[src/hw/rtl/odqd_pkg.sv]
// ----------------------------------------------------------------------------
// odqd_pkg
// Types and op codes shared by the ordered deque cells, control and top level.
// ----------------------------------------------------------------------------
package odqd_pkg;

    // op codes carried in the input item
    localparam logic [2:0] OP_PREPEND = 3'd0;
    localparam logic [2:0] OP_APPEND  = 3'd1;
    localparam logic [2:0] OP_DEQUEUE = 3'd2;
    localparam logic [2:0] OP_PEEK    = 3'd3;
    localparam logic [2:0] OP_DELETE  = 3'd4;
    localparam logic [2:0] OP_ORDERED = 3'd5;

    // input item payload
    typedef struct packed {
        logic [2:0]  op;
        logic [31:0] item_value;
        logic [63:0] order_key;
    } t_in_item;

    // result item payload
    typedef struct packed {
        logic        status;
        logic [31:0] item_out;
        logic [4:0]  count;
    } t_out_item;

    // per-cell load selects
    typedef struct packed {
        logic take_new;
        logic take_left;
        logic take_right;
    } t_cell_ctl;

    // sequencer states
    typedef enum logic [1:0] {
        ST_IDLE,
        ST_SRCH,
        ST_APPLY
    } t_state;

endpackage

[src/hw/rtl/odqd_ctrl.sv]
// ----------------------------------------------------------------------------
// odqd_ctrl
// Picks the first matching slot, decides success and the new count, and
// drives the load selects of every cell.
// ----------------------------------------------------------------------------
module odqd_ctrl #(
    parameter int CAPACITY = 16,
    parameter int CW       = $clog2(CAPACITY + 1)
) (
    input  logic                 i_en,
    input  odqd_pkg::t_in_item   i_cmd,
    input  logic [CW-1:0]        i_count,
    input  logic [CAPACITY-1:0]  i_match,
    output odqd_pkg::t_cell_ctl  o_ctl [CAPACITY],
    output logic                 o_ok,
    output logic [CW-1:0]        o_count_next
);
    import odqd_pkg::*;

    logic [CAPACITY-1:0] w_first;
    logic [CAPACITY-1:0] w_ge;
    logic                w_is_ins;
    logic                w_is_rem;
    logic                w_nz;
    logic                w_full;
    logic                w_empty;
    logic                w_found;

    // first set bit and the slots at or after it
    assign w_first = i_match & (~i_match + {{(CAPACITY-1){1'b0}}, 1'b1});
    assign w_ge    = ~(w_first - {{(CAPACITY-1){1'b0}}, 1'b1});

    assign w_nz    = |i_cmd.item_value;
    assign w_full  = (i_count == CW'(CAPACITY));
    assign w_empty = (i_count == '0);
    assign w_found = |i_match;

    // op class and success
    always_comb begin
        w_is_ins = 1'b0;
        w_is_rem = 1'b0;
        unique case (i_cmd.op) inside
            OP_PREPEND, OP_APPEND, OP_ORDERED: begin
                w_is_ins = 1'b1;
                o_ok     = w_nz && !w_full;
            end
            OP_DEQUEUE: begin
                w_is_rem = 1'b1;
                o_ok     = !w_empty;
            end
            OP_PEEK:   o_ok = !w_empty;
            OP_DELETE: begin
                w_is_rem = 1'b1;
                o_ok     = w_nz && w_found;
            end
            default:   o_ok = 1'b0;
        endcase
    end

    // count after the op
    always_comb begin
        if (o_ok && w_is_ins) begin
            o_count_next = i_count + CW'(1);
        end else if (o_ok && w_is_rem) begin
            o_count_next = i_count - CW'(1);
        end else begin
            o_count_next = i_count;
        end
    end

    // cell load selects
    always_comb begin
        for (int i = 0; i < CAPACITY; i++) begin
            o_ctl[i].take_new   = i_en && o_ok && w_is_ins && w_first[i];
            o_ctl[i].take_left  = i_en && o_ok && w_is_ins && w_ge[i] && !w_first[i];
            o_ctl[i].take_right = i_en && o_ok && w_is_rem && w_ge[i];
        end
    end

endmodule

[config.mk]
export PLATFORM = sky130hd
export DESIGN_NAME = odqd_ctrl
export DESIGN_NICKNAME = d
export VERILOG_FILES = /design/src/hw/rtl/odqd_pkg.sv /design/src/hw/rtl/odqd_ctrl.sv
export SDC_FILE = /design/constraint.sdc
export NUM_CORES = 1
export LEC_CHECK = 0
export ABC_AREA = 0
export BUFFER_PORTS_ARGS = -buffer_cell sky130_fd_sc_hd__buf_4
export CAP_MARGIN = 10
export CORE_AREA = 5 5 64 66
export DETAILED_ROUTE_END_ITERATION = 12
export DIE_AREA = 0 0 69 71
export PLACE_DENSITY = 0.79
export SYNTH_ARGS = -nofsm -noshare
export SYNTH_HDL_FRONTEND = slang
export SYNTH_SLANG_ARGS = --single-unit
[constraint.sdc]
create_clock -name vclk -period 6.13
set_clock_uncertainty 0.15 [all_clocks]
set_input_delay 0.9195 -clock vclk [all_inputs]
set_output_delay 0.9195 -clock vclk [all_outputs]
set_load 0.02 [all_outputs]
==> results.ini, run 1 <==
[floorplanning]
fp-row-count = 22
core_mm2 = 0.00352
die_h_um = 71
die_w_um = 69
initial_core_util_pct = 21.6
io_pins = 175
die_area_mm2 = 0.00490

[worst_hold_path]
hp-class = primary input to output port
holdPathEnd = o_count_next[3]
whs_path_depth = 3
min_from = i_count[3]

[logic_synthesis]
syn_nets = 258
yosysTopAreaCellShare_pct = 23.2
avgSynthCellArea_um2 = 5.68
ys_seq_area_share_pct = 0
yosysTopAreaCell = nor2_1
syn_inst = 134
synthesis.area_um2 = 761
yosysUniqueCellTypes = 35
ys_warn_count = 0
synth_area_leaders = nor2_1 23%, and3_1 11%, nor4_1 7.4%

[cells_and_area]
seq_cell_count = 0
n_clock_buffer = 0
ff_latch_area_um2 = 0
antennaDiodeCount = 0
fin_nets = 365
finalNonFillerCells = 287
final_layout_size_suffix_gt1_share_pct = 49.4
syn_to_final_growth_pct = 112
postLayoutCellArea_mm2 = 0.00161
final_util_pct = 45.8

[timing]
period_needed_ns = 4.07
relSlewSlack_pct = 55.9
post-route-period-util_pct = 66.4
hold_viol = 0
maxSlewViolCount = 0
fmax_mhz = 246
tns_ns = 0
worst_slew_pin_slew_ns = 0.659
rsz0062_at_grt = false
finalSetupViolCount = 0

[pwr]
power_density_mw_per_mm2 = 65.6
ir_drop_mv = 0.0276
p_leak_nw = 0.902
power_mw = 0.106

[setup_path]
worstPathCellList = buf_4 -> nor4_1 -> nand4_1 -> o211ai_1 -> or2_2 -> nor2_1 -> and4b_1 -> buf_4
crit_fanout = 18
worstPathRequired_ns = 5.06
worst-setup-path-type = primary input to output port
end_kind = output port
cp_slowest_stage_delay_ns = 0.56
cp-start-kind = primary input
slowest_stage = o211ai_1
critPathArrivalTime_ns = 3.00
crit_top_cell = buf_4

[placed_design]
dp_cells = 287
io_buffers = 110
place_congestion = 0.823
placed_cell_area_mm2 = 0.00161
hpwl_um = 3340

[global_routing]
grt_max_degree = 19
grt_pass1_wl_um = 6040
use_met3_pct = 6.25
grt_util_met2_pct = 23.6
globalRouteMet1Util_pct = 17.6
antenna_found_initial = 0
busiest_layer = met2
grt.total_usage_pct = 14.2
overflow = 0
grt_pass1_vias = 1345

[route]
drt_wl_total_um = 3890
drtAntennaViolNets = 0
drt-pass1-iter-count = 4
num_vias = 1363
post-route-drc-count = 0
drt_first_iter_violations = 80
wl_per_cell_um = 13.6
vias_per_cell = 4.75

[status]
status = complete, no violations

[run]
maxCapViolations = 0

[cts]
postCtsSetupRepairBufs = 0
ctsHoldBuffers = 0
cts-resized-gates = 0

-- power by group --
group / internal, mW / total, mW / switching (mW)
Combinational: 0.0519 / 0.106 / 0.0540
Sequential: 0 / 0 / 0
Clock: 0 / 0 / 0
Total: 0.0519 / 0.106 / 0.0540
-- final cells by class --
cell class | instances | area (µm²)
multi-input cells | 123 | 706
well taps | 48 | 60.1
repair buffers | 110 | 826
inverters | 6 | 22.5
fillers | 371 | 1910
-- routing by layer --
metal  part of all wire (%)  up-vias
met4                   0.54        0
li1                       -      691
met5                      0        -
met3                     15        2
met1                     43      576
met2                     42       94
-- Yosys cell counts, types with 2 or more instances --
| cell | number |
|---|---|
| nor2_1 | 47 |
| and3_1 | 13 |
| nor3_1 | 9 |
| nor4_1 | 9 |
| inv_1 | 6 |
| nand2_1 | 4 |
| ha_1 | 3 |
| nand3_1 | 3 |
| nand4_1 | 3 |
| o22ai_1 | 3 |
| xor2_1 | 3 |
| a21oi_1 | 2 |
| a31oi_1 | 2 |
| buf_2 | 2 |
| nor4b_1 | 2 |
| or2_2 | 2 |
| or3_4 | 2 |
| xnor2_1 | 2 |
-- worst max-delay path by stage --
stage | from | to | slack (ns) | cells after the start
3_5_place_dp | i_cmd[80] | o_ctl[8] | 2.05 | 8
2_1_floorplan | i_count[0] | o_ctl[14] | 2.21 | 7
6_report | i_cmd[80] | o_ctl[8] | 2.06 | 8
5_1_grt | i_cmd[64] | o_ctl[8] | 1.89 | 8
3_3_place_gp | i_cmd[80] | o_ctl[8] | 2.10 | 8
4_1_cts | i_cmd[80] | o_ctl[8] | 2.07 | 8
-- metrics by stage --
step / setup slack [ns] / hold WS, ns
after floorplan: 2.21 / 1.77
after global placement: 2.10 / 2.00
after detailed placement: 2.05 / 2.00
after CTS: 2.07 / 2.00
after global routing: 1.89 / 2.02
final: 2.06 / 2.00
-- cells by family (layout without fill, tap and decap cells) --
| group | Yosys count | after routing | synth area share (%) |
|---|---|---|---|
| other | 1 | 1 | 0.493 |
| AOI/OAI and AO/OA | 11 | 11 | 9.71 |
| xor gates and xnor gates | 5 | 5 | 5.76 |
| buffers and inverters | 11 | 116 | 7.24 |
| adders and majority gates | 3 | 3 | 4.93 |
| and+or+nand+nor | 103 | 103 | 71.9 |
-- cells in the final DEF (no fill, tap or decap), types with 2 or more instances in the layout --
cell,n
buf_4,110
nor2_1,47
and3_1,13
nor3_1,9
nor4_1,9
inv_1,6
nand2_1,4
nand4_1,3
nand3_1,3
o22ai_1,3
xor2_1,3
ha_1,3
nor4b_1,2
or3_4,2
xnor2_1,2
a31oi_1,2
or2_2,2
a21oi_1,2
-- worst max-delay path, delay by kind of cell --
family / cells / cell delay, ns
AOI/OAI and AO/OA: 1 / 0.56
and+or+nand+nor: 5 / 1.24
buffers and inverters: 2 / 0.27
(Power assumes the default switching activity.)
==> inputs of run 2 (changes only) <==
- CORE_AREA: 5 5 64 66 -> not set
- CORE_ASPECT_RATIO: not set -> 0.8
- CORE_MARGIN: not set -> 5
- CORE_UTILIZATION: not set -> 22
- DIE_AREA: 0 0 69 71 -> not set
- PLACE_DENSITY: 0.79 -> 0.81
- clock period: 6.13 -> 3.4 ns (I/O delays scaled with it)
==> results.ini, run 2 (synthesized netlist as in run 1, its figures left out) <==
[status]
status = complete, no violations

[setup_path]
cp-start-kind = primary input
end_kind = output port
worstPathCellList = buf_4 -> nor3_1 -> buf_4 -> nand4_1 -> nor4_4 -> nor3_1 -> nand3_2 -> nor2_1 -> buf_4
worstPathRequired_ns = 2.74
critPathBufInv = 3
crit_fanout = 16
worst-setup-path-type = primary input to output port
cp_slowest_stage_delay_ns = 0.37
path_delay_family = simple AND/OR/NAND/NOR gates
critPathArrivalTime_ns = 2.43
slowest_stage = nor4_4
crit_top_cell = buf_4

[timing]
finalSetupViolCount = 0
post-route-period-util_pct = 90.7
rsz0062_at_grt = false
maxSlewViolCount = 0
period_needed_ns = 3.09
fmax_mhz = 324
hold_viol = 0
hold_ws_ns = 1.18
tns_ns = 0

[pwr]
combinationalPowerShare_pct = 100.0
p_leak_nw = 0.917
power_mw = 0.194
power_density_mw_per_mm2 = 119
p_sw_share_pct = 50.6
ir_drop_mv = 0.0618
pwr-share-seq_pct = 0
p_clk_share_pct = 0
internal_power_mw = 0.0960
power_switching_mw = 0.0981

[cells_and_area]
final_util_pct = 48.3
n_clock_buffer = 0
layout_commonest_cell = buf_4
syn_to_final_growth_pct = 114
final_layout_size_suffix_gt1_share_pct = 50.0
ff_latch_area_um2 = 0
layout_common_cells = 113 x buf_4, 47 x nor2_1, 13 x and3_1
seq_cell_count = 0
antennaDiodeCount = 0
fin_nets = 368

[route]
post-route-drc-count = 0
vias_per_cell = 4.79
drt-pass1-iter-count = 4
drtAntennaViolNets = 0
drt_wl_total_um = 3750
num_vias = 1360
drt_first_iter_violations = 58
wl_per_cell_um = 13.2

[floorplanning]
fp-row-count = 19
die_w_um = 75.7
initial_core_util_pct = 22.5
die_h_um = 62.6
io_pins = 175
core_mm2 = 0.00338
die_area_mm2 = 0.00474

[global_routing]
grt_pass1_vias = 1275
grt_pass1_wl_um = 5680
grt_max_degree = 19
overflow = 0
grt.total_usage_pct = 14.5
antenna_found_initial = 0

[placed_design]
io_buffers = 110
hpwl_um = 3330
place_congestion = 0.824

[cts]
postCtsSetupRepairBufs = 0
cts-resized-gates = 0
ctsHoldBuffers = 0

[worst_hold_path]
hp-class = primary input to output port

[run]
maxCapViolations = 0

==> run 2: final timing paths <==
path                  startpoint         endpoint  slack (ns)  cells after the start
worst max-delay path  i_match[1]         o_ctl[6]        0.31                      9
worst min-delay path  i_count[3]  o_count_next[3]        1.18                      3
==> run 2: power by group through the flow <==
stage	logic, mW	clock network, mW	registers (mW)
6_report	0.194	0	0
3_3_place_gp	0.193	0	0
4_1_cts	0.195	0	0
3_5_place_dp	0.195	0	0
2_1_floorplan	0.0848	0	0
5_1_grt	0.210	0	0
==> run 2: area by class of cell <==
class | instances | area (µm²)
Tap cell | 42 | 52.6
Timing Repair Buffer | 113 | 848
Inverter | 6 | 22.5
Multi-Input combinational cell | 123 | 706
Fill cell | 349 | 1750
==> run 2: layer usage <==
layer / vias to the layer above / GRT usage, % / part of all wire (%)
li1: 697 / - / -
met1: 595 / 17.4 / 39
met2: 60 / 25.4 / 49
met3: 8 / 3.22 / 9.8
met4: 0 / 3.28 / 2.6
met5: - / 0 / 0
==> run 2: through the flow <==
stage          instances  cell area, µm²  worst slack [ns]
2_1_floorplan        134             761             0.300
5_1_grt              284            1630             0.175
3_3_place_gp         284            1630             0.345
6_report             284            1630             0.315
4_1_cts              284            1630             0.291
3_5_place_dp         284            1630             0.299
==> run 2: tightest hold or removal path, stage by stage <==
cell	delay [ns]
buf_4	0.10
xor2_1	0.06
buf_4	0.15
==> inputs of run 3 (changes only) <==
- CELL_PAD_IN_SITES_DETAIL_PLACEMENT: not set -> 0
- CELL_PAD_IN_SITES_GLOBAL_PLACEMENT: not set -> 1
- CORE_UTILIZATION: 22 -> 10
- PLACE_DENSITY: 0.81 -> not set
- PLACE_DENSITY_LB_ADDON: not set -> 0.1
==> results.ini, run 3 (synthesized netlist as in run 1, its figures left out) <==
[timing]
relSlewSlack_pct = 47.1
period_needed_ns = 3.11
tns_ns = 0
worst_slew_pin_slew_ns = 0.790
maxSlewViolCount = 0
hold_ws_ns = 1.18
fmax_mhz = 322
rsz0062_at_grt = false
finalSetupViolCount = 0
hold_viol = 0
post-route-period-util_pct = 91.4

[route]
num_vias = 1328
post-route-drc-count = 0
drt_first_iter_violations = 14
drt_wl_total_um = 4690
vias_per_cell = 3.82
drtAntennaViolNets = 0
wl_per_cell_um = 13.5
drt-pass1-iter-count = 4

[worst_hold_path]
hp-class = primary input to output port
min_from = i_match[10]
whs_path_depth = 3
holdPathEnd = o_ctl[14]

[placed_design]
place_congestion = 0.728
placed_cell_area_mm2 = 0.00173
hpwl_um = 4060
io_buffers = 110

[cts]
postCtsSetupRepairBufs = 0
ctsHoldBuffers = 0
cts-resized-gates = 0

[setup_path]
end_kind = output port
slowest_stage = nor2_1
worst-setup-path-type = primary input to output port
path_depth = 8
cp_slowest_stage_delay_ns = 0.65
critPathArrivalTime_ns = 2.45
path_delay_family = simple AND/OR/NAND/NOR gates
worstPathRequired_ns = 2.74
crit_top_cell = buf_4
cp-start-kind = primary input
worstPathCellList = buf_4 -> inv_1 -> ha_1 -> a31oi_1 -> o211ai_1 -> nor2_1 -> and3_2 -> buf_4
crit_fanout = 12
critPathBufInv = 3

[floorplanning]
io_pins = 175
die_w_um = 108
die_area_mm2 = 0.00946
initial_core_util_pct = 10.3
core_mm2 = 0.00739
fp-row-count = 28
die_h_um = 88.0

[global_routing]
grt_max_degree = 17
grt_pass1_vias = 1382
overflow = 0
grt.total_usage_pct = 8.99
antenna_found_initial = 0
grt_pass1_wl_um = 7010

[cells_and_area]
final_layout_size_suffix_gt1_share_pct = 50.2
layout_common_cells = 113 x buf_4, 47 x nor2_1, 13 x and3_1
n_clock_buffer = 0
syn_to_final_growth_pct = 127
postLayoutCellArea_mm2 = 0.00173
final_util_pct = 23.4
seq_cell_count = 0
layout_commonest_cell = buf_4
ff_latch_area_um2 = 0
fin_nets = 369
n_fill_cell = 855
multi_input_area_um2 = 706
antennaDiodeCount = 0

[pwr]
p_leak_nw = 0.926
power_density_mw_per_mm2 = 115
ir_drop_mv = 0.0327

[status]
status = complete, no violations

[run]
maxCapViolations = 0

## run 3: area by class of cell
type	count	share of cell area (%)
Tap cell	105	7.60
Inverter	6	1.30
Multi-Input combinational cell	123	40.8
Timing Repair Buffer	114	50.3
## run 3: per-layer routing
metal | part of all wire, % | vias up | global-route usage, % | wire, µm
met5 | 0 | - | 0 | 0
met1 | 43 | 593 | 11.7 | 2000
met4 | 0.53 | 0 | 0.573 | 25
met2 | 51 | 33 | 16.2 | 2400
met3 | 5.7 | 2 | 1.77 | 266
li1 | - | 700 | - | -
## run 3: worst max-delay path by stage
stage                    start        end  slack (ns)
finish              i_count[0]  o_ctl[17]        0.29
global route        i_count[0]  o_ctl[12]         0.1
CTS                 i_count[0]  o_ctl[17]        0.23
detailed placement  i_count[0]  o_ctl[17]        0.24
global placement    i_count[0]  o_ctl[12]        0.23
floorplan           i_count[0]  o_ctl[14]        0.30
## run 3: report_power, final
part	total, mW	switching [mW]	internal, mW
Clock	0	0	0
Sequential	0	0	0
Combinational	0.199	0.101	0.0977
## run 3: through the flow
step	cells	total power [mW]	setup WS (ns)
2_1_floorplan	134	0.0848	0.300
3_3_place_gp	348	0.204	0.235
3_5_place_dp	348	0.202	0.242
4_1_cts	348	0.202	0.235
5_1_grt	348	0.217	0.0967
6_report	348	0.199	0.293
