**config.mk**
```make
export PLATFORM = sky130hd
export DESIGN_NAME = odqd_cell
export DESIGN_NICKNAME = d
export VERILOG_FILES = /design/src/hw/rtl/odqd_pkg.sv /design/src/hw/rtl/odqd_cell.sv
export SDC_FILE = /design/constraint.sdc
export NUM_CORES = 1
export LEC_CHECK = 0
export BUFFER_PORTS_ARGS = -buffer_cell sky130_fd_sc_hd__buf_2
export CELL_PAD_IN_SITES_DETAIL_PLACEMENT = 0
export CELL_PAD_IN_SITES_GLOBAL_PLACEMENT = 1
export CORE_ASPECT_RATIO = 2
export CORE_MARGIN = 2
export CORE_UTILIZATION = 25
export CTS_CLUSTER_DIAMETER = 120
export DETAILED_ROUTE_END_ITERATION = 10
export PLACE_DENSITY_LB_ADDON = 0.1
export SLEW_MARGIN = 0
export SYNTH_ARGS = -nofsm -noshare
export SYNTH_HDL_FRONTEND = slang
export SYNTH_SLANG_ARGS = --single-unit
```
**constraint.sdc**
```tcl
create_clock -name i_clk -period 8.5 [get_ports i_clk]
set_clock_uncertainty 0.2 [all_clocks]
set_input_delay 1.7 -clock i_clk [delete_from_list [all_inputs] [get_ports i_clk]]
set_output_delay 1.7 -clock i_clk [all_outputs]
set_load 0.03 [all_outputs]
```
**src/hw/rtl/odqd_pkg.sv**
```systemverilog
// ----------------------------------------------------------------------------
// odqd_pkg
// Types and op codes shared by the ordered deque cells, control and top level.
// ----------------------------------------------------------------------------
package odqd_pkg;

    // op codes carried in the input item
    localparam logic [2:0] OP_PREPEND = 3'd0;
    localparam logic [2:0] OP_APPEND  = 3'd1;
    localparam logic [2:0] OP_DEQUEUE = 3'd2;
    localparam logic [2:0] OP_PEEK    = 3'd3;
    localparam logic [2:0] OP_DELETE  = 3'd4;
    localparam logic [2:0] OP_ORDERED = 3'd5;

    // input item payload
    typedef struct packed {
        logic [2:0]  op;
        logic [31:0] item_value;
        logic [63:0] order_key;
    } t_in_item;

    // result item payload
    typedef struct packed {
        logic        status;
        logic [31:0] item_out;
        logic [4:0]  count;
    } t_out_item;

    // per-cell load selects
    typedef struct packed {
        logic take_new;
        logic take_left;
        logic take_right;
    } t_cell_ctl;

    // sequencer states
    typedef enum logic [1:0] {
        ST_IDLE,
        ST_SRCH,
        ST_APPLY
    } t_state;

endpackage

```
**src/hw/rtl/odqd_cell.sv**
```systemverilog
// ----------------------------------------------------------------------------
// odqd_cell
// One slot of the ordered row: holds a value and key, flags a local match
// for the current op and loads from the new item or either neighbor.
// ----------------------------------------------------------------------------
module odqd_cell (
    input  logic                 i_clk,
    input  odqd_pkg::t_in_item   i_cmd,
    input  logic                 i_valid,
    input  odqd_pkg::t_cell_ctl  i_ctl,
    input  logic [31:0]          i_left_value,
    input  logic [63:0]          i_left_key,
    input  logic [31:0]          i_right_value,
    input  logic [63:0]          i_right_key,
    output logic [31:0]          o_value,
    output logic [63:0]          o_key,
    output logic                 o_match
);
    import odqd_pkg::*;

    logic [31:0] r_value;
    logic [63:0] r_key;

    // local match: the op's position lies at or before this slot
    always_comb begin
        unique case (i_cmd.op) inside
            OP_PREPEND, OP_DEQUEUE: o_match = 1'b1;
            OP_APPEND:              o_match = ~i_valid;
            OP_ORDERED:             o_match = ~(i_valid && (i_cmd.order_key > r_key));
            OP_DELETE:              o_match = i_valid && (i_cmd.item_value == r_value);
            default:                o_match = 1'b0;
        endcase
    end

    // slot payload: new item, shift toward tail, or shift toward head
    always_ff @(posedge i_clk) begin
        if (i_ctl.take_new) begin
            r_value <= i_cmd.item_value;
            r_key   <= i_cmd.order_key;
        end else if (i_ctl.take_left) begin
            r_value <= i_left_value;
            r_key   <= i_left_key;
        end else if (i_ctl.take_right) begin
            r_value <= i_right_value;
            r_key   <= i_right_key;
        end
    end

    assign o_value = r_value;
    assign o_key   = r_key;

endmodule

```
==> impl_metrics.yaml, run 1 <==
worst_setup_path:
  cp_data_arrival_time_ns: 3.94
  crit_path_start: "i_cmd[63]"
  crit_end: "o_match"
  required_ns: 6.60
  cp-end-kind: "output pin"
  setup.worst_path.class: "in2out"
  slowest_delay_ns: 0.78
  start_kind: "primary input"
  slowest_stage: "nor4_1"
  crit_fanout: 4
  cp_cell_sequence: "buf_2 -> ha_1 -> nand4_1 -> nor4_1 -> nand4_1 -> o21ai_0 -> a211oi_1 -> o41ai_1 -> buf_2"
synth:
  async_flop_share: 0
  syn_nets: 1058
  synth-main-ff-cell: "edfxtp_1"
  synth_cells: 698
  ys_warn_count: 0
  ys_ff_latch: 96
  synth.distinct_cells: 31
  synth_edf_count: 96
  netlist_area_um2: 6820
  syn_avg_cell_area_um2: 9.77
  synth_seq_area_share: 0.423
job:
  cap_violations: 0
grt:
  overflow: 0
  grt_usage: 0.179
  grt_pass1_wl_um: 37800
  grt_pass1_vias: 6848
  grt_max_degree: 119
  antenna_found_initial: 2
clock_network:
  clock-sinks: 96
  htreeDepth: 3
  clock-root-buffer: "clkbuf_16"
  clkTransAtPathRegs_ns: 0.07
  cts_tree: "built"
  post_cts_resize_count: 0
  holdBufCountCts: 0
  cts_buffers: 9
  clk_path_buf_depth: 2
  cts_setup_buffers: 0
timing:
  relSlewSlack: 0.391
  rsz0062_at_grt: "no"
  setup-violations-final: 0
  min_period_ns: 5.84
  hold_viol: 0
  drv_slew: 0
  max_freq_mhz: 171
  fin_tns_setup_ns: 0
  tightest_slew_ns: 0.913
  period_share: 0.687
routing:
  vias: 6312
  totalWireLength_um: 25600
  postRouteAntennaNets: 0
  viasPerCell: 4.43
  drc: 0
  wl_per_cell_um: 17.9
  first_pass_iters: 4
  drtIter0Drc: 203
cells_and_area:
  antenna_cells: 0
  area_delta_synth_final_pct: 37.7
  drive_gt1_frac: 0.381
  design_area_um2: 9390
  final_nets: 1432
power_and_ir_drop:
  p_per_area_nw_per_um2: 159
  comb_power_share: 0.323
  switching_share: 0.355
  p_sw_mw: 0.530
  total_power_mw: 1.49
  pwr-share-seq: 0.414
  leakagePower_nw: 4.75
  pwr-share-clk: 0.263
  p_int_mw: 0.962
  ir_drop_v: 0.0000846
place:
  dp_hpwl_um: 21000
  dpl-instance-area_um2: 9120
  port_buffers: 392
  gp_congestion: 0.785
floorplanning:
  die_w_um: 121
  rows: 85
  die_area_um2: 28700
  io-pin-count: 393
  start_util: 0.253
  core_um2: 26900
  fp.dieH_um: 238
outcome:
  status: "finished clean"
min_path:
  min_path_type: "in2reg"
registers in the layout, indices dropped and copies added (netlist names):
| signal | cells |
|---|---|
| o_key | 64 |
| o_value | 32 |
power groups by stage:
stage | logic [mW] | registers [mW] | clock network, mW
6_report | 0.482 | 0.617 | 0.393
5_1_grt | 0.535 | 0.625 | 0.425
4_1_cts | 0.496 | 0.619 | 0.410
3_5_place_dp | 0.494 | 0.628 | 0
3_3_place_gp | 0.494 | 0.625 | 0
2_1_floorplan | 0.178 | 0.736 | 0
routing by layer:
layer  part of all wire  global-route usage  vias to the layer above
met3              0.066              0.0451                       21
met2               0.59               0.368                      249
li1                   -                   -                     3251
met4              0.016              0.0543                        2
met5            0.00043                   0                        -
met1               0.33               0.165                     2789
critical path, delay by kind of cell:
kind	cells	cell delay, ns
buffers and inverters	2	0.38
adder cells (fa/ha/maj)	1	0.30
AND/OR/NAND/NOR	3	1.17
AO/OA/AOI/OAI	3	0.40
synth_stat cells, types with 3 or more instances:
cell      count  area share
inv_1        65       0.036
a211oi_1      4      0.0044
xor2_1       29       0.037
xnor2_1       3      0.0039
o21ai_0     104       0.076
nor4_1       11       0.010
clkbuf_1     22       0.012
buf_2        10      0.0073
a21o_1        6      0.0066
edfxtp_1     96        0.42
nand2_1     113       0.062
nand3_1       8      0.0059
nor2_1        7      0.0039
mux2i_1      96        0.14
nand4_1      15       0.014
a21oi_1      28       0.021
ha_1         64        0.12
layout make-up:
| class | instances | area [µm²] |
|---|---|---|
| multi-input combinational | 505 | 3560 |
| fill | 2932 | 17500 |
| clock inverter | 6 | 36.3 |
| tap | 348 | 435 |
| timing repair buffer | 395 | 2000 |
| inverter | 65 | 244 |
| clock buffer | 10 | 229 |
| sequential | 96 | 2880 |
cell families after synthesis:
family                   share of synthesized area
XOR/XNOR                                    0.0411
multiplexers                                 0.141
buffers and inverters                       0.0552
AO/OA/AOI/OAI                                0.117
flip-flops                                   0.423
AND/OR/NAND/NOR                              0.105
adder cells (fa/ha/maj)                      0.117
metrics by stage:
step	instances	setup WS [ns]	hold slack (ns)	util
floorplan	698	2.69	1.69	-
global placement	1409	2.65	1.80	0.339
detailed placement	1409	2.55	1.80	0.339
CTS	1425	2.53	1.40	0.349
global route	1425	2.41	1.42	0.349
finish	1425	2.66	1.43	0.349
layout by cell type, fill, tap and decap left out, drive strengths merged, types with 7 or more instances in the layout:
cell type	instances
buf	395
nand2	113
o21ai	106
mux2i	96
edfxtp	96
inv	65
ha	64
xor2	29
a21oi	29
nand4	15
nor4	12
clkbuf	10
nand3	8
nor2	7
worst min path at each step:
stage               from                     to  slack, ns  cells past startpoint
2_1_floorplan   i_cmd[0]     o_key[0]$_DFFE_PP_       1.69                      2
3_5_place_dp   i_cmd[43]    o_key[43]$_DFFE_PP_       1.80                      3
6_report       i_cmd[48]    o_key[48]$_DFFE_PP_       1.43                      3
3_3_place_gp   i_cmd[48]    o_key[48]$_DFFE_PP_       1.80                      3
5_1_grt        i_cmd[87]  o_value[23]$_DFFE_PP_       1.42                      3
4_1_cts        i_cmd[48]    o_key[48]$_DFFE_PP_       1.40                      3
Note: power is estimated with default switching activity, not from simulation.
==> run 2, diff against run 1 <==
--- a/config.mk
+++ b/config.mk
@@ -5,6 +5,7 @@
 export SDC_FILE = /design/constraint.sdc
 export NUM_CORES = 1
 export LEC_CHECK = 0
+export ABC_AREA = 1
 export BUFFER_PORTS_ARGS = -buffer_cell sky130_fd_sc_hd__buf_2
 export CELL_PAD_IN_SITES_DETAIL_PLACEMENT = 0
 export CELL_PAD_IN_SITES_GLOBAL_PLACEMENT = 1
==> constraint.sdc (replaced) <==
create_clock -name i_clk -period 5.4 [get_ports i_clk]
set_clock_uncertainty 0.2 [all_clocks]
set_input_delay 1.08 -clock i_clk [delete_from_list [all_inputs] [get_ports i_clk]]
set_output_delay 1.08 -clock i_clk [all_outputs]
set_load 0.03 [all_outputs]
==> impl_metrics.yaml, run 2 <==
grt:
  grt_pass1_wl_um: 42400
  grt_pass1_vias: 7575
  met2_usage: 0.377
  grt_util_met3: 0.0434
  overflow: 0
  grt_util_met1: 0.198
  grt_max_degree: 80
  antenna_found_initial: 10
  busiest_layer: "met2"
  grt_usage: 0.196
cells_and_area:
  multi_input_area_um2: 3530
  layout.cells.non_filler: 1607
  largest_reg_flops: 64
  mostFrequentLayoutCell: "buf_2"
  fillCellCount: 3129
  seqCellArea_um2: 2880
  drive_gt1_frac: 0.337
  area_delta_synth_final_pct: 36.3
  final_cell_mix: "buf_2 (390), a21oi_1 (218), nand2_1 (173)"
  design_area_um2: 9490
  final_nets: 1605
worst_setup_path:
  cp-end-kind: "output pin"
  cp_data_arrival_time_ns: 2.75
  setup.worst_path.class: "in2out"
  crit_fanout: 2
  required_ns: 4.12
  start_kind: "primary input"
synth:
  async_flop_share: 0
  synth_cells: 879
  muxShareOfSynthArea: 0
  synth_seq_area_share: 0.414
  synth_top_family_by_area: "simple AND/OR/NAND/NOR gates"
  synth_fa_ha_area_frac: 0.115
  netlist_area_um2: 6960
  synthDominantCellAreaShare: 0.414
  synthXorXnorAreaFrac: 0.0352
  yosysMostFrequentCell: "a21oi_1"
  ys_warn_count: 0
  ys_ff_latch: 96
  syn_avg_cell_area_um2: 7.92
  synth-main-ff-cell: "edfxtp_1"
  synth_top_area_cell: "edfxtp_1"
  synth_compound_area_frac: 0.174
  synth_edf_count: 96
  synth_common_cells: "a21oi_1 (218), nand2_1 (174), nor2_1 (117), edfxtp_1 (96), inv_1 (86)"
  synth.distinct_cells: 28
  syn_nets: 1239
  synth_area_leaders: "edfxtp_1 (41%), a21oi_1 (16%), ha_1 (12%), nand2_1 (9.4%), nor2_1 (6.3%)"
  synth-simple-area-share: 0.182
routing:
  first_pass_iters: 4
  postRouteAntennaNets: 0
  viasPerCell: 4.52
  totalWireLength_um: 29100
  vias: 7258
  drtIter0Drc: 242
  drc: 0
  wl_per_cell_um: 18.1
floorplanning:
  rows: 86
  die_w_um: 122
  io-pin-count: 393
  core_um2: 27400
  die_area_um2: 29300
  start_util: 0.254
  fp.dieH_um: 240
clock_network:
  cts_buffers: 9
  clock-sinks: 96
  cts_tree: "built"
  htreeDepth: 3
  holdBufCountCts: 0
  clock-root-buffer: "clkbuf_16"
  post_cts_resize_count: 0
  clkTransAtPathRegs_ns: 0.07
  cts_setup_buffers: 0
  clk_path_buf_depth: 2
power_and_ir_drop:
  switching_share: 0.364
  leakagePower_nw: 4.77
  comb_power_share: 0.335
  p_sw_mw: 0.867
  ir_drop_v: 0.000147
  p_per_area_nw_per_um2: 251
  pwr-share-clk: 0.257
  pwr-share-seq: 0.408
  p_int_mw: 1.51
timing:
  hold_slack_ns: 0.854
  relSlewSlack: 0.324
  hold_viol: 0
  period_share: 0.747
  fin_tns_setup_ns: 0
  setup_ws_ns: 1.37
  tightest_slew_ns: 1.01
  rsz0062_at_grt: "no"
  min_period_ns: 4.03
  drv_slew: 0
  max_freq_mhz: 248
  setup-violations-final: 0
place:
  port_buffers: 392
  place_inst: 1586
  gp_congestion: 0.780
  dp_hpwl_um: 22400
  dpl-instance-area_um2: 9220
  post-place-ws_ns: 1.25
min_path:
  min_path_type: "in2reg"
  worstHoldEndpoint: "o_key[8]$_DFFE_PP_"
  worstHoldPathCells: 3
  min-delay-start: "i_cmd[8]"
outcome:
  status: "finished clean"
job:
  cap_violations: 0
[run 2: changes by cell type after synthesis, sizes merged, moves of 19 or more]
cell	change
a21oi	+189
nand2	+61
buf	+20
o21ai	-99
inv	+25
mux2i	-96
nor2	+117
xor2	-19
[run 2: kinds of logic after synthesis]
kind of cell / after synthesis
compound gates: 236
xor+xnor: 28
fa+ha+maj: 64
buf+inv: 134
flops: 96
simple gates: 321
[run 2: power groups by stage]
stage               combinational [mW]  clock, mW  sequential, mW
CTS                              0.817      0.646           0.972
finish                           0.798      0.613           0.970
global placement                 0.814          0           0.985
global route                     0.890      0.658           0.982
floorplan                        0.314          0            1.16
detailed placement               0.814          0           0.988
[run 2: worst max path at each step]
stage / start / slack [ns] / to
after global routing: i_cmd[55] / 1.12 / o_match
after global placement: i_cmd[55] / 1.23 / o_match
after CTS: i_cmd[55] / 1.24 / o_match
final: i_cmd[55] / 1.37 / o_match
after floorplan: i_ctl[2] / 1.09 / o_key[0]$_DFFE_PP_
after detailed placement: i_cmd[55] / 1.25 / o_match
[run 2: through the flow]
step,power [mW],util
after floorplan,1.48,-
after global placement,1.80,0.336
after detailed placement,1.80,0.336
after CTS,2.44,0.345
after global routing,2.53,0.346
final,2.38,0.346
[run 2: cell type report]
class / instances / share of cell area
Sequential cell: 96 / 0.304
Clock buffer: 10 / 0.0241
Clock inverter: 4 / 0.00251
Timing Repair Buffer: 397 / 0.213
Multi-Input combinational cell: 649 / 0.372
Tap cell: 352 / 0.0464
Antenna cell: 7 / 0.00185
Inverter: 92 / 0.0367
[run 2: critical path, cell delays in order]
cell and delay (ns):
buf_2 0.11, ha_1 0.30, a21oi_1 0.17, o21a_1 0.16, nand2_1 0.06, nand2_1 0.05
nand2_1 0.07, a21oi_1 0.23, nand2_1 0.08, nand2_1 0.10, nand2_1 0.06, nand2_1 0.06
buf_2 0.20
[run 2: metal layers]
metal / part of all wire / wire (µm)
met4: 0.028 / 827
met2: 0.57 / 16400
met1: 0.35 / 10100
met3: 0.058 / 1690
met5: 0.0011 / 31
==> run 3, diff against run 2 <==
--- a/config.mk
+++ b/config.mk
@@ -5,7 +5,7 @@
 export SDC_FILE = /design/constraint.sdc
 export NUM_CORES = 1
 export LEC_CHECK = 0
-export ABC_AREA = 1
+export ABC_AREA = 0
 export BUFFER_PORTS_ARGS = -buffer_cell sky130_fd_sc_hd__buf_2
 export CELL_PAD_IN_SITES_DETAIL_PLACEMENT = 0
 export CELL_PAD_IN_SITES_GLOBAL_PLACEMENT = 1
==> constraint.sdc (replaced) <==
create_clock -name i_clk -period 3.7 [get_ports i_clk]
set_clock_uncertainty 0.2 [all_clocks]
set_input_delay 0.74 -clock i_clk [delete_from_list [all_inputs] [get_ports i_clk]]
set_output_delay 0.74 -clock i_clk [all_outputs]
set_load 0.03 [all_outputs]
==> impl_metrics.yaml, run 3 (same netlist as run 1, synthesis figures left out) <==
worst_setup_path:
  cp-end-kind: "output pin"
  setup.worst_path.class: "in2out"
  crit_end: "o_match"
  required_ns: 2.76
  crit_path_start: "i_cmd[25]"
  cp_data_arrival_time_ns: 2.65
  start_kind: "primary input"
  crit_fanout: 2
place:
  gp_congestion: 0.748
  dp_hpwl_um: 21200
  port_buffers: 392
  dpl-instance-area_um2: 9250
  post-place-ws_ns: -0.176
clock_network:
  cts_tree: "built"
  clock-sinks: 96
  holdBufCountCts: 0
  clk_path_buf_depth: 2
  clkTransAtPathRegs_ns: 0.08
  htreeDepth: 3
  clock-root-buffer: "clkbuf_16"
  cts_buffers: 9
cells_and_area:
  largest_reg_flops: 64
  drive_gt1_frac: 0.397
  design_area_um2: 9660
  mostFrequentLayoutCell: "buf_2"
  utilization: 0.359
  area_delta_synth_final_pct: 41.7
  final_nets: 1443
  final_cell_mix: "buf_2 (389), nand2_1 (113), o21ai_0 (103)"
  fillCellCount: 2935
job:
  cap_violations: 0
power_and_ir_drop:
  switching_share: 0.351
  p_sw_mw: 1.24
  leakagePower_nw: 4.86
  p_per_area_nw_per_um2: 367
  pwr-share-clk: 0.275
  ir_drop_v: 0.000158
  comb_power_share: 0.325
  pwr-share-seq: 0.399
  p_int_mw: 2.30
timing:
  max_freq_mhz: 279
  tightest_slew_ns: 0.802
  relSlewSlack: 0.466
  drv_slew: 0
  period_share: 0.969
  min_period_ns: 3.59
  rsz0062_at_grt: "no"
  setup-violations-final: 0
  hold_viol: 0
  setup_ws_ns: 0.115
floorplanning:
  die_area_um2: 28700
  start_util: 0.253
  die_w_um: 121
  io-pin-count: 393
  fp.dieH_um: 238
  rows: 85
  core_um2: 26900
routing:
  first_pass_iters: 4
  postRouteAntennaNets: 0
  vias: 6428
  viasPerCell: 4.47
  wl_per_cell_um: 18.1
  drtIter0Drc: 215
  drc: 0
  totalWireLength_um: 26000
grt:
  grt_pass1_vias: 7009
  grt_max_degree: 193
  antenna_found_initial: 2
  grt_usage: 0.180
  overflow: 0
  grt_pass1_wl_um: 38200
outcome:
  status: "finished clean"
min_path:
  min_path_type: "in2reg"
run 3: timing repair:
action | 4_1_cts | 5_1_grt
endpoints found under the setup margin | 1 | 1
buffers inserted | 1 | 0
hold endpoints to repair | 0 | 0
pin swaps | 2 | 2
resized for setup | 4 | 10
run 3: power by group through the flow:
stage               combinational (mW)  sequential, mW  clock [mW]
global placement                  1.16            1.43           0
CTS                               1.17            1.42        1.02
floorplan                        0.410            1.69           0
detailed placement                1.16            1.44           0
global route                      1.28            1.43        1.04
finish                            1.15            1.42       0.975
run 3: layout make-up:
class                           instances  area [µm²]  area share
Antenna cell                            1        2.50    0.000259
Clock buffer                            9         225      0.0233
Clock inverter                          7        62.6     0.00648
Inverter                               65         244      0.0253
Multi-Input combinational cell        505        3680       0.381
Sequential cell                        96        2880       0.298
Tap cell                              348         435      0.0451
Timing Repair Buffer                  406        2130       0.220
run 3: worst min-delay path by stage:
| stage | start | to | slack (ns) | cells past startpoint |
|---|---|---|---|---|
| 2_1_floorplan | i_cmd[0] | o_key[0]$_DFFE_PP_ | 0.73 | 2 |
| 3_3_place_gp | i_cmd[42] | o_key[42]$_DFFE_PP_ | 0.84 | 3 |
| 3_5_place_dp | i_cmd[47] | o_key[47]$_DFFE_PP_ | 0.85 | 3 |
| 4_1_cts | i_cmd[38] | o_key[38]$_DFFE_PP_ | 0.44 | 3 |
| 5_1_grt | i_cmd[91] | o_value[27]$_DFFE_PP_ | 0.46 | 3 |
| 6_report | i_cmd[92] | o_value[28]$_DFFE_PP_ | 0.47 | 3 |
run 3: worst max-delay path, stage by stage:
cell,delay (ns)
buf_2,0.11
ha_1,0.30
nand4_1,0.20
nor4_4,0.06
a221o_1,0.33
a211oi_2,0.19
buf_4,0.16
nor4b_4,0.04
o41ai_2,0.31
buf_4,0.21
run 3: through the flow:
step	hold slack [ns]	setup TNS (ns)	power (mW)	cells
floorplan	0.727	0	2.10	698
global placement	0.841	-0.173	2.59	1419
detailed placement	0.845	-0.176	2.60	1419
CTS	0.444	0	3.60	1436
global route	0.455	0	3.75	1437
finish	0.467	0	3.54	1437
run 3: routing by layer:
metal	vias up	wire length, µm	track usage
met5	-	13	0
met4	2	417	0.0571
met3	21	1530	0.0396
met2	245	15500	0.380
met1	2885	8510	0.161
li1	3275	-	-
